File: src/sv/vtcf_pkg.sv
// ----------------------------------------------------------------------------
// vtcf_pkg
// Shared types and constants of the vertex transform, clip and fog block.
// ----------------------------------------------------------------------------
`default_nettype none

package vtcf_pkg;

	localparam int MATRIX_FRAC_BITS_DEF = 16;

	localparam int COORD_W  = 16;
	localparam int ENTRY_W  = 32;
	localparam int PROD_W   = COORD_W + ENTRY_W;
	localparam int COMP_W   = PROD_W + 1;
	localparam int MAG_W    = COMP_W - 1;
	localparam int QFRAC_W  = 16;
	localparam int QUO_W    = 47;
	localparam int QNUM_W   = MAG_W + QFRAC_W;
	localparam int SCALE_W  = 16;
	localparam int WIDE_W   = COMP_W + 5;

	localparam int IN_TDATA_W  = 88;
	localparam int OUT_TDATA_W = 128;
	localparam int CFG_IDX_W   = 3;
	localparam int CFG_DATA_W  = 16;

	localparam int FIFO_DEPTH = 4;
	localparam int FIFO_PTR_W = $clog2(FIFO_DEPTH);

	localparam logic KIND_VERTEX = 1'b0;
	localparam logic KIND_LOAD   = 1'b1;

	localparam logic [CFG_IDX_W-1:0] CFG_VIEW_SCALE_X = 3'd0;
	localparam logic [CFG_IDX_W-1:0] CFG_VIEW_SCALE_Y = 3'd1;
	localparam logic [CFG_IDX_W-1:0] CFG_VIEW_TRANS_X = 3'd2;
	localparam logic [CFG_IDX_W-1:0] CFG_VIEW_TRANS_Y = 3'd3;
	localparam logic [CFG_IDX_W-1:0] CFG_FOG_SCALE    = 3'd4;
	localparam logic [CFG_IDX_W-1:0] CFG_FOG_BIAS     = 3'd5;

	localparam logic [5:0] CLIP_X_LOW  = 6'h10;
	localparam logic [5:0] CLIP_X_HIGH = 6'h01;
	localparam logic [5:0] CLIP_Y_LOW  = 6'h20;
	localparam logic [5:0] CLIP_Y_HIGH = 6'h02;
	localparam logic [5:0] CLIP_NEAR   = 6'h04;

	typedef struct packed {
		logic signed [COMP_W-1:0] x;
		logic signed [COMP_W-1:0] y;
		logic signed [COMP_W-1:0] z;
		logic signed [COMP_W-1:0] w;
		logic                     last;
	} vert_t;

endpackage

`default_nettype wire

File: src/sv/vtcf_fifo.sv
// ----------------------------------------------------------------------------
// vtcf_fifo
// Short queue of transformed vertices between front and back.
// ----------------------------------------------------------------------------
`default_nettype none

module vtcf_fifo import vtcf_pkg::*; (
	input  wire    clk,
	input  wire    arst_n,
	input  wire    push,
	input  vert_t  din,
	output logic   full,
	input  wire    pop,
	output vert_t  dout,
	output logic   empty
);

	vert_t                 mem [0:FIFO_DEPTH-1];
	logic [FIFO_PTR_W-1:0] wr_q, rd_q;
	logic [FIFO_PTR_W:0]   cnt_q;

	assign full  = cnt_q == (FIFO_PTR_W+1)'(FIFO_DEPTH);
	assign empty = cnt_q == '0;
	assign dout  = mem[rd_q];

	always_ff @(posedge clk) begin
		if (push) mem[wr_q] <= din;
	end

	always_ff @(posedge clk or negedge arst_n) begin
		if (!arst_n) begin
			wr_q  <= '0;
			rd_q  <= '0;
			cnt_q <= '0;
		end else begin
			if (push) wr_q <= wr_q + 1'b1;
			if (pop) rd_q <= rd_q + 1'b1;
			if (push && !pop) cnt_q <= cnt_q + 1'b1;
			else if (pop && !push) cnt_q <= cnt_q - 1'b1;
		end
	end

endmodule

`default_nettype wire

File: config.mk
export PLATFORM = sky130hd
export DESIGN_NAME = vtcf_fifo
export DESIGN_NICKNAME = d
export VERILOG_FILES = /design/src/sv/vtcf_pkg.sv /design/src/sv/vtcf_fifo.sv
export SDC_FILE = /design/constraint.sdc
export NUM_CORES = 1
export LEC_CHECK = 0
export ABC_AREA = 1
export BUFFER_PORTS_ARGS = -buffer_cell sky130_fd_sc_hd__buf_2
export CAP_MARGIN = 20
export CORE_ASPECT_RATIO = 0.75
export CORE_MARGIN = 4
export CORE_UTILIZATION = 45
export DETAILED_ROUTE_END_ITERATION = 6
export PLACE_DENSITY = 0.67
export SETUP_SLACK_MARGIN = 0.02
export SLEW_MARGIN = 40
export SYNTH_ARGS = -nofsm -noshare
export SYNTH_HDL_FRONTEND = slang
export SYNTH_SLANG_ARGS = --single-unit
File: constraint.sdc
create_clock -name clk -period 6.4 [get_ports clk]
set_input_delay 1.28 -clock clk [delete_from_list [all_inputs] [get_ports clk]]
set_output_delay 1.28 -clock clk [all_outputs]
set_load 0.005 [all_outputs]
* Word level (Yosys, flattened, before mapping)
Memory sizes are Yosys's and may differ from the RTL's.
Index checks and enable logic that the tools add are counted.
** Storage, ports and cells
- Bits in registers :: 7
- Bits in latches :: 0
- Bits in writable memories :: 788
- Bits in read-only memories :: 0
- Output and inout bits :: 199
- Memories :: 1
** Operators by class
- Add/sub/neg operators :: 4
- Multiply operators :: 0
- Div/mod/pow operators :: 0
- Magnitude comparators :: 0
- Equal/unequal tests :: 1
- Shifts and indexed selects :: 0
- Mux-type cells :: 4
- Bitwise logic cells :: 0
- Reduce and logical (&&, ||, !) cells :: 6
** Memories
- mem :: depth 4, bits a word 197, read ports 1, clocked after memory_dff 0, write ports 1, RTL line vtcf_fifo.sv:18 : vert_t mem [0:FIFO_DEPTH-1];
** Operators by type and width (count)
- two-way mux 3 bit :: 2
- adder 2 x 1 -> 2 bit (second input constant) :: 2
- adder 3 x 1 -> 3 bit (second input constant) :: 1
- equality test 3 bit (second input constant) :: 1
- zero test 3 bit :: 1
- subtractor 3 x 1 -> 3 bit (second input constant) :: 1
- logical AND 1 bit :: 2
- zero test 1 bit :: 2
- two-way mux 1 bit :: 2
- nonzero test 2 bit :: 1

* Depth between registers and ports, before layout
Gate-level depths: netlist of the first run.
- Word-level depth :: 4
- Depth in mapped cells :: 9
- Mapped depth without buffers :: 9

* Worst setup path before layout of the first run
Ideal clock, no wire load.
- Path type :: input to register
- From :: in push
- To :: mem mem[0][0] in the netlist's numbering (enable)
- Data arrival time :: 5.378 ns
- Slack :: 0.473 ns
- Cell stages on the path :: 3
- Buffers on the path :: 1
- Path through :: clkbuf_1 nand2_1 inv_1
** On the way
- Cells in the longest elaborated chain, start to end :: 2
** Ends and longest elaborated chain
- start: declaration :: RTL line vtcf_fifo.sv:10 : input wire push,
- two-way mux 1 bit :: RTL line vtcf_fifo.sv:27 : if (push) mem[wr_q] <= din;
- two-way mux 1 bit (not written as such) :: RTL line vtcf_fifo.sv:27
- end: declaration :: RTL line vtcf_fifo.sv:18
Every way passes these cells.

==> results of run 1 <==
-- power by group --
group	switching, mW	internal, mW	leakage, nW	total, mW
clock network	1.91	2.54	1.21	4.45
logic	3.66	1.90	6.30	5.55
registers	0.318	6.82	7.32	7.13
-- through the flow --
stage | std cells | setup slack [ns] | area (um2) | power, mW
CTS | 3722 | 1.93 | 37200 | 17.3
detailed placement | 3578 | 2.63 | 34700 | 12.9
global placement | 3577 | 2.43 | 34700 | 12.7
floorplan | 2346 | 0.473 | 32000 | 10.9
finish | 3737 | 2.02 | 37300 | 17.1
global route | 3729 | 1.81 | 37300 | 18.2
-- state kept, by name, indices dropped and copies added (netlist names) --
| signal | cells |
|---|---|
| wr_q | 2 |
| cnt_q | 3 |
| mem | 788 |
| rd_q | 2 |
-- cell families (layout without fill, tap and decap cells) --
logic type                 count (synthesis)  in the layout  share of synthesized area (%)
AOI/OAI and AO/OA                        395            395                           10.8
xor gates and xnor gates                   4              4                          0.110
adders and majority gates                  6              6                          0.258
buffers and inverters                    538            969                           7.12
DFF                                      795            795                           74.5
other                                      0             14                              0
and+or+nand+nor                          608            608                           7.15
-- per-layer routing --
metal  GRT usage [%]  vias up  share of wire [%]
met3            6.45      144                8.7
met5               0        -               0.31
met1            23.2     9073                 42
li1                -     8969                  -
met2            28.7      506                 47
met4            5.81       32                2.6
-- worst max-delay path, delay by kind of cell, from the launching register on --
| family | cells | cell delay (ns) |
|---|---|---|
| simple gates | 1 | 0.09 |
| flops | 1 | 0.70 |
| buf+inv | 4 | 1.37 |
| compound gates | 1 | 0.16 |
-- layout make-up --
class / count / area [um2]
Antenna cell: 14 / 35.0
Clock buffer: 95 / 2050
Clock inverter: 49 / 453
Fill cell: 5834 / 32900
Inverter: 406 / 1580
Multi-Input combinational cell: 1013 / 5870
Sequential cell: 795 / 23800
Tap cell: 946 / 1180
Timing Repair Buffer: 419 / 2280
-- how the worst min path moves through the flow --
stage	end	slack (ns)	depth (start not counted)
after floorplan	cnt_q[2]	0.46	2
after global placement	cnt_q[2]	0.49	2
after detailed placement	cnt_q[2]	0.49	2
after CTS	rd_q[1]	0.44	1
after global routing	rd_q[1]	0.46	1
final	rd_q[1]	0.49	1
-- cells in the final DEF, fill, tap and decap left out, drive strengths merged --
| master | count |
|---|---|
| nand4 | 1 |
| nor3 | 2 |
| o211ai | 394 |
| edfxtp | 788 |
| nand2 | 604 |
| clkinvlp | 3 |
| buf | 419 |
| clkinv | 36 |
| bufinv | 6 |
| o21ai | 1 |
| xor2 | 3 |
| fa | 1 |
| ha | 5 |
| xnor2 | 1 |
| nand3 | 1 |
| inv | 410 |
| clkbuf | 95 |
| diode | 14 |
| dfrtp | 7 |
==> impl_metrics.csv, run 1 <==
group,metric,value,unit
power,vdd_ir_drop_max,0.000287,V
floorplan,die_y,239,um
hold_path,hold_class,"in -> async",
cells_and_area,drive_gt1_share,22.9,%
floorplan,fp.dieArea,75500,um2
synth,syn-num-nets,2553,
floorplan,die_w,316,um
critical_path,reg2reg_slack,3.81,ns
synth,syn_inst,2346,
timing,final.setup.tns,0,ns
floorplan,start_util,45.6,%
critical_path,r2r-start,"wr_q[0]",
routing,ant_nets,0,
critical_path,rr_worst_depth,5,
clock_network,cts.htree.levels,3,
synth,synthDistinctLibCells,19,
timing,setup_viol,0,
synth,ys_ff_latch,795,
routing,dr.first_iter.drc_count,1352,
global_route,grt_max_degree,193,
critical_path,path_common_cell,"buf_12",
critical_path,max_stage_delay,0.70,ns
clock_network,cts_buffers,78,
synth,syn_area,32000,um2
timing,final_hold_viol_count,0,
synth,netlist.area_leader.share,74.0,%
routing,viasPerCell,5.01,
critical_path,cp.arrival,3.10,ns
critical_path,start_kind,"flop",
cells_and_area,post-route-util,53.1,%
run_status,status,"finished clean",
clock_network,cts_resized,0,
synth,async_flop_share,0.881,%
placement,globalplace.congestion,0.817,
clock_network,cts_buffer_depth,3,
synth,ys_seq_area_share,74.5,%
global_route,track_usage,18.0,%
timing,drv_slew,0,
synth,syn_area_per_cell,13.6,um2
critical_path,crit_path_end,"dout[183]",
placement,dp_hpwl,41.8,mm
routing,via_count,18700,
synth,synthTopCellsByCount,"edfxtp_1, nand2_1, inv_1",
timing,timing.hold.ws,0.494,ns
power,power_density,460,nW/um2
synth,synth_edf_count,788,
floorplan,core-area,70200,um2
critical_path,crit_slowest_cell,"dfrtp_4",
synth,synth_top_cell_by_area,"edfxtp_1",
clock_network,ctsHoldBuffers,0,
synth,synthTopCellsByArea,"edfxtp_1, nand2_1, o211ai_1",
timing,fmax,229,MHz
clock_network,insertion_delay,0.61,ns
timing,period_minus_slack,4.38,ns
clock_network,clock_sinks,795,
floorplan,rows,84,
timing,fin_crit_sh,68.4,%
routing,first_pass_iters,5,
synth,yosysWarnings,0,
global_route,grt_pass1_vias,18400,
critical_path,end_kind,"output pin",
job,maxCapViolations,0,
timing,max_slew.worst_pin.slew,1.03,ns
clock_network,path_clk_slew,0.06,ns
synth,yosysMostFrequentCell,"edfxtp_1",
timing,slew_headroom,31.1,%
routing,wl_per_cell,18.5,um
critical_path,crit_chain,"buf_12 -> inv_12 -> buf_12 -> o211ai_1 -> nand2_1 -> buf_2",
floorplan,ios,400,
critical_path,critPathRequiredTime,5.12,ns
clock_network,post_cts_buffers,0,
global_route,grt_pass1_wl,105,mm
timing,skew,0.0144,ns
critical_path,path_class,"reg -> out",
placement,io_buffers,399,
cells_and_area,nNetsFinal,2920,
synth,yosys_most_used_dff,"edfxtp_1",
critical_path,cp_max_fo,128,
cells_and_area,syn2layout_area_growth,16.6,%
routing,wirelength,69.2,mm
critical_path,r2r-end,"mem[2][147]",
power,p_leak,14.8,nW
global_route,overflow,0,
global_route,antenna_found_initial,30,
timing,rsz0062_at_grt,"no",
clock_network,root_buffer,"clkbuf_16",
critical_path,critPathLaunch,"rd_q[1]",
clock_network,tritoncts,"done",
routing,drc,0,
No activity file was read; power rests on OpenSTA's default activity.
==> run 2, diff against run 1 <==
==> constraint.sdc (replaced) <==
create_clock -name clk -period 4.2 [get_ports clk]
set_input_delay 0.84 -clock clk [delete_from_list [all_inputs] [get_ports clk]]
set_output_delay 0.84 -clock clk [all_outputs]
set_load 0.005 [all_outputs]
==> impl_metrics.csv, run 2 (synthesis gave the netlist of run 1 again) <==
group,metric,value,unit
run_status,status,"finished clean",
timing,rsz0062_at_grt,"no",
floorplan,rows,84,
cells_and_area,n_fill_cell,5775,
cells_and_area,final_cell_mix,"edfxtp_1, nand2_1, inv_1, buf_2, o211ai_1",
job,maxCapViolations,0,
routing,wirelength,68.8,mm
timing,drv_slew,0,
power,p_leak,15.1,nW
clock_network,cts.htree.levels,3,
power,seqPwrFrac,40.9,%
routing,wl_per_cell,18.3,um
power,clock_power_share,25.9,%
routing,first_pass_iters,5,
power,comb_power_share,33.2,%
clock_network,post_cts_buffers,0,
critical_path,crit_slowest_cell,"dfrtp_4",
global_route,grt_max_degree,115,
placement,globalplace.congestion,0.795,
timing,max_slew.worst_pin.slew,0.757,ns
placement,dp_hpwl,41.8,mm
critical_path,cp_max_fo,57,
power,p_total,26.5,mW
clock_network,ctsHoldBuffers,0,
routing,viasPerCell,4.96,
timing,timing.hold.ws,0.0704,ns
cells_and_area,drive_gt1_share,23.9,%
cells_and_area,largest_reg_flops,788,
timing,final_hold_viol_count,0,
hold_path,hold_class,"in -> async",
cells_and_area,stdcell_count,3765,
critical_path,start_kind,"flop",
cells_and_area,nNetsFinal,2955,
clock_network,path_clk_slew,0.06,ns
floorplan,start_util,45.6,%
placement,dp.cells,3612,
clock_network,cts_resized,0,
floorplan,die_y,239,um
floorplan,core-area,70200,um2
routing,via_count,18700,
power,power_density,702,nW/um2
cells_and_area,top_register,"mem",
critical_path,crit_chain,"buf_4 -> o211ai_1 -> nand2_1 -> buf_2",
timing,fmax,285,MHz
timing,final.setup.tns,0,ns
clock_network,root_buffer,"clkbuf_16",
placement,io_buffers,399,
timing,skew,0.0167,ns
clock_network,cts_buffer_depth,3,
critical_path,end_kind,"output pin",
power,p_int,17.6,mW
cells_and_area,postLayoutCellArea,37800,um2
timing,setup_viol,0,
clock_network,cts_buffers,78,
cells_and_area,reg.largest.list,"mem x788, cnt_q x3",
critical_path,cp_top_family,"buffers and inverters",
critical_path,cp.arrival,2.66,ns
placement,dpl_cell_area,35200,um2
routing,dr.first_iter.drc_count,1282,
cells_and_area,syn2layout_area_growth,18.1,%
critical_path,critPathRequiredTime,3.36,ns
critical_path,max_stage_delay,0.69,ns
critical_path,path_buf_inv,2,
clock_network,insertion_delay,0.62,ns
floorplan,fp.dieArea,75500,um2
global_route,antenna_found_initial,23,
global_route,track_usage,17.9,%
power,p_sw_share,33.7,%
global_route,grt_pass1_wl,104,mm
clock_network,tritoncts,"done",
timing,slew_headroom,49.5,%
floorplan,die_w,316,um
global_route,grt_pass1_vias,18300,
timing,fin_crit_sh,83.4,%
critical_path,path_class,"reg -> out",
routing,drc,0,
timing,period_minus_slack,3.50,ns
cells_and_area,final_common_cell,"edfxtp_1",
clock_network,clock_sinks,795,
floorplan,ios,400,
global_route,overflow,0,
power,p_sw,8.93,mW
power,vdd_ir_drop_max,0.000415,V
routing,ant_nets,0,
## run 2: cell types whose count changed in the layout (fill, tap and decap cells not counted), sizes merged
cell	change
bufinv	+1
clkbuf	+7
clkinv	-8
clkinvlp	+2
diode	-3
buf	+35
inv	-6
## run 2: worst register-to-register path, stage by stage (launching register included)
cell and delay [ns]:
dfrtp_1 0.42, inv_1 0.10, ha_1 0.19, nand2_4 0.06, clkinvlp_4 0.40, buf_12 0.52
## run 2: through the flow
step	util [%]	setup slack, ns
3_5_place_dp	50.1	1.29
6_report	53.8	0.697
3_3_place_gp	50.0	1.28
5_1_grt	53.8	0.536
2_1_floorplan	-	-0.162
4_1_cts	53.7	0.619
## run 2: final timing paths
| kind | depth (start not counted) | to | slack [ns] | from |
|---|---|---|---|---|
| max | 4 | dout[87] | 0.70 | rd_q[1] |
| min | 1 | cnt_q[2] | 0.07 | arst_n |
| max reg2reg | 5 | mem[2][46] | 2.00 | wr_q[0] |
| min reg2reg | 1 | wr_q[0] | 0.54 | wr_q[0] |
| max in group asynchronous | 1 | rd_q[1] | 3.92 | arst_n |
| min in group clk | 1 | mem[1][63] | 0.44 | din[63] |
## run 2: per-layer routing
layer  GRT usage (%)  vias up  part of all wire [%]
met4            4.90       28                   1.9
met3            5.97      125                   7.9
met5               0        -                  0.25
li1                -     9029                     -
met1            23.1     9000                    42
met2            29.3      478                    48
## run 2: power by group through the flow
stage | Clock [mW] | Combinational [mW] | Sequential [mW]
floorplan | 0 | 5.51 | 11.0
global placement | 0 | 8.73 | 11.0
detailed placement | 0 | 8.89 | 11.0
CTS | 7.06 | 8.93 | 10.9
global route | 7.39 | 9.78 | 11.0
finish | 6.88 | 8.80 | 10.8
## run 2: final cells by class
| cell class | count | area (um2) | share of cell area (%) |
|---|---|---|---|
| Inverter | 406 | 1550 | 4.09 |
| Multi-Input combinational cell | 1013 | 5900 | 15.6 |
| Sequential cell | 795 | 23800 | 63.1 |
| Antenna cell | 11 | 27.5 | 0.0729 |
| Clock buffer | 102 | 2170 | 5.74 |
| Clock inverter | 38 | 369 | 0.977 |
| Timing Repair Buffer | 454 | 2740 | 7.25 |
| Tap cell | 946 | 1180 | 3.13 |
==> run 3, diff against run 2 <==
--- a/config.mk
+++ b/config.mk
@@ -5,14 +5,14 @@
 export SDC_FILE = /design/constraint.sdc
 export NUM_CORES = 1
 export LEC_CHECK = 0
-export ABC_AREA = 1
+export ABC_AREA = 0
 export BUFFER_PORTS_ARGS = -buffer_cell sky130_fd_sc_hd__buf_2
 export CAP_MARGIN = 20
 export CORE_ASPECT_RATIO = 0.75
 export CORE_MARGIN = 4
 export CORE_UTILIZATION = 45
 export DETAILED_ROUTE_END_ITERATION = 6
-export PLACE_DENSITY = 0.67
+export PLACE_DENSITY = 0.68
 export SETUP_SLACK_MARGIN = 0.02
 export SLEW_MARGIN = 40
 export SYNTH_ARGS = -nofsm -noshare
==> constraint.sdc (replaced) <==
create_clock -name clk -period 3.3 [get_ports clk]
set_input_delay 0.66 -clock clk [delete_from_list [all_inputs] [get_ports clk]]
set_output_delay 0.66 -clock clk [all_outputs]
set_load 0.005 [all_outputs]
==> impl_metrics.csv, run 3 <==
group,metric,value,unit
power,power_density,881,nW/um2
cells_and_area,largest_reg_flops,788,
power,p_total,30.7,mW
timing,drv_slew,0,
floorplan,ios,400,
timing,final.setup.tns,0,ns
critical_path,end_kind,"output pin",
floorplan,core-area,63500,um2
synth,netlist.area_leader.share,82.2,%
clock_network,path_clk_slew,0.06,ns
clock_network,cts.htree.levels,3,
cells_and_area,top_register,"mem",
synth,synth_edf_count,788,
cells_and_area,seqCellArea,23800,um2
routing,ant_nets,0,
clock_network,clock_sinks,795,
floorplan,fp.dieArea,68100,um2
routing,wl_per_cell,23.0,um
cells_and_area,multi_input_area,4650,um2
timing,fmax,322,MHz
critical_path,cp.arrival,2.45,ns
synth,syn_area,28800,um2
cells_and_area,final_cell_mix,"edfxtp_1, buf_2, mux4_2, clkbuf_16, buf_4",
global_route,overflow,0,
power,vdd_ir_drop_max,0.000662,V
synth,async_flop_share,0.881,%
cells_and_area,n_fill_cell,4755,
placement,io_buffers,399,
synth,ys_ff_latch,795,
synth,synthTopCellsByCount,"edfxtp_1, mux4_2, buf_2",
synth,syn_area_per_cell,27.1,um2
timing,max_slew.worst_pin.slew,0.748,ns
critical_path,cp_max_fo,25,
synth,yosys_most_used_dff,"edfxtp_1",
timing,fin_crit_sh,94.3,%
floorplan,die_y,227,um
synth,synthTopCellsByArea,"edfxtp_1, mux4_2, dfrtp_1",
power,p_leak,11.9,nW
global_route,grt_max_degree,73,
cells_and_area,reg.largest.list,"mem x788, cnt_q x3",
synth,yosysWarnings,0,
timing,final_hold_viol_count,0,
placement,dp_hpwl,37.5,mm
critical_path,start_kind,"flop",
global_route,track_usage,16.7,%
timing,skew,0.0191,ns
cells_and_area,final_common_cell,"edfxtp_1",
global_route,antenna_found_initial,15,
timing,period_minus_slack,3.11,ns
clock_network,root_buffer,"clkbuf_16",
routing,first_pass_iters,5,
clock_network,tritoncts,"done",
timing,setup_viol,0,
critical_path,critPathRequiredTime,2.64,ns
clock_network,cts_buffers,77,
routing,dr.first_iter.drc_count,887,
routing,wirelength,57.3,mm
placement,globalplace.congestion,0.746,
synth,ys_seq_area_share,82.8,%
synth,synth_top_cell_by_area,"edfxtp_1",
synth,synthDistinctLibCells,19,
routing,via_count,13100,
global_route,grt_pass1_vias,13700,
routing,drc,0,
synth,syn_inst,1063,
timing,rsz0062_at_grt,"no",
global_route,grt_pass1_wl,85.4,mm
routing,viasPerCell,5.26,
clock_network,cts_resized,0,
cells_and_area,drive_gt1_share,47.8,%
cells_and_area,nNetsFinal,1771,
clock_network,ctsHoldBuffers,1,
clock_network,insertion_delay,0.60,ns
clock_network,post_cts_buffers,0,
run_status,status,"finished clean",
job,maxCapViolations,0,
synth,syn-num-nets,1270,
cells_and_area,syn2layout_area_growth,21.2,%
floorplan,rows,80,
critical_path,path_class,"reg -> out",
floorplan,start_util,45.4,%
timing,slew_headroom,50.1,%
floorplan,die_w,300,um
hold_path,hold_class,"in -> reg",
synth,yosysMostFrequentCell,"edfxtp_1",
timing,timing.hold.ws,0.268,ns
clock_network,cts_buffer_depth,3,
[run 3: changes by cell type in the layout (fill, tap and decap cells not counted), moves of 9 or more]
cell / change
buf_12: +9
inv_1: -397
mux4_2: +197
nand2_1: -598
o211ai_1: -294
o211ai_2: -100
[run 3: kinds of logic after synthesis]
kind of cell	Yosys count	synth area share, %
AND/OR/NAND/NOR	9	0.169
buffers and inverters	48	1.10
multiplexers	198	15.4
AO/OA/AOI/OAI	1	0.0174
XOR/XNOR	6	0.183
flip-flops	795	82.8
adder cells (fa/ha/maj)	6	0.287
[run 3: per-layer routing]
| metal | up-vias | part of all wire [%] | global-route usage, % |
|---|---|---|---|
| li1 | 5652 | - | - |
| met1 | 6856 | 41 | 23.3 |
| met2 | 439 | 48 | 26.0 |
| met3 | 105 | 9.1 | 5.71 |
| met4 | 28 | 1.7 | 4.07 |
| met5 | - | 0.31 | 0 |
[run 3: cell type report]
class                           count  area share, %
Multi-Input combinational cell    220           13.3
Tap cell                          861           3.09
Clock buffer                       96           5.85
Inverter                            4         0.0430
Timing Repair Buffer              466           8.21
Antenna cell                        4         0.0287
Clock inverter                     42           1.12
Sequential cell                   795           68.3
[run 3: path summary, 6_finish.rpt]
| kind | start | endpoint | slack [ns] | cells past startpoint |
|---|---|---|---|---|
| worst max-delay path | rd_q[0] | dout[189] | 0.19 | 4 |
| worst min-delay path | din[35] | mem[2][35] | 0.27 | 1 |
| worst max register to register | wr_q[0] | mem[2][21] | 1.28 | 4 |
| worst min register to register | cnt_q[2] | cnt_q[2] | 0.49 | 1 |
| max in group asynchronous | arst_n | rd_q[1] | 2.69 | 2 |
| min in group asynchronous | arst_n | cnt_q[0] | 0.42 | 2 |
[run 3: worst max-delay path: stages (launching register included)]
cell and delay (ns):
dfrtp_4 0.54, buf_12 0.30, buf_12 0.25, mux4_2 0.54
buf_2 0.15
[run 3: per-stage QoR]
step           instance area [um2]  cells  setup WS [ns]  utilization [%]
6_report                     34900   2488          0.190             55.0
5_1_grt                      34900   2484         0.0485             55.0
3_3_place_gp                 32400   2345          0.812             51.1
4_1_cts                      34900   2484          0.108             55.0
2_1_floorplan                28800   1063          0.813                -
3_5_place_dp                 32400   2345          0.787             51.1
[run 3: where the power goes]
| part | switching, mW | internal [mW] | total, mW |
|---|---|---|---|
| registers | 0.469 | 13.2 | 13.6 |
| logic | 4.38 | 4.32 | 8.71 |
| clock network | 3.62 | 4.76 | 8.37 |
| total | 8.47 | 22.3 | 30.7 |
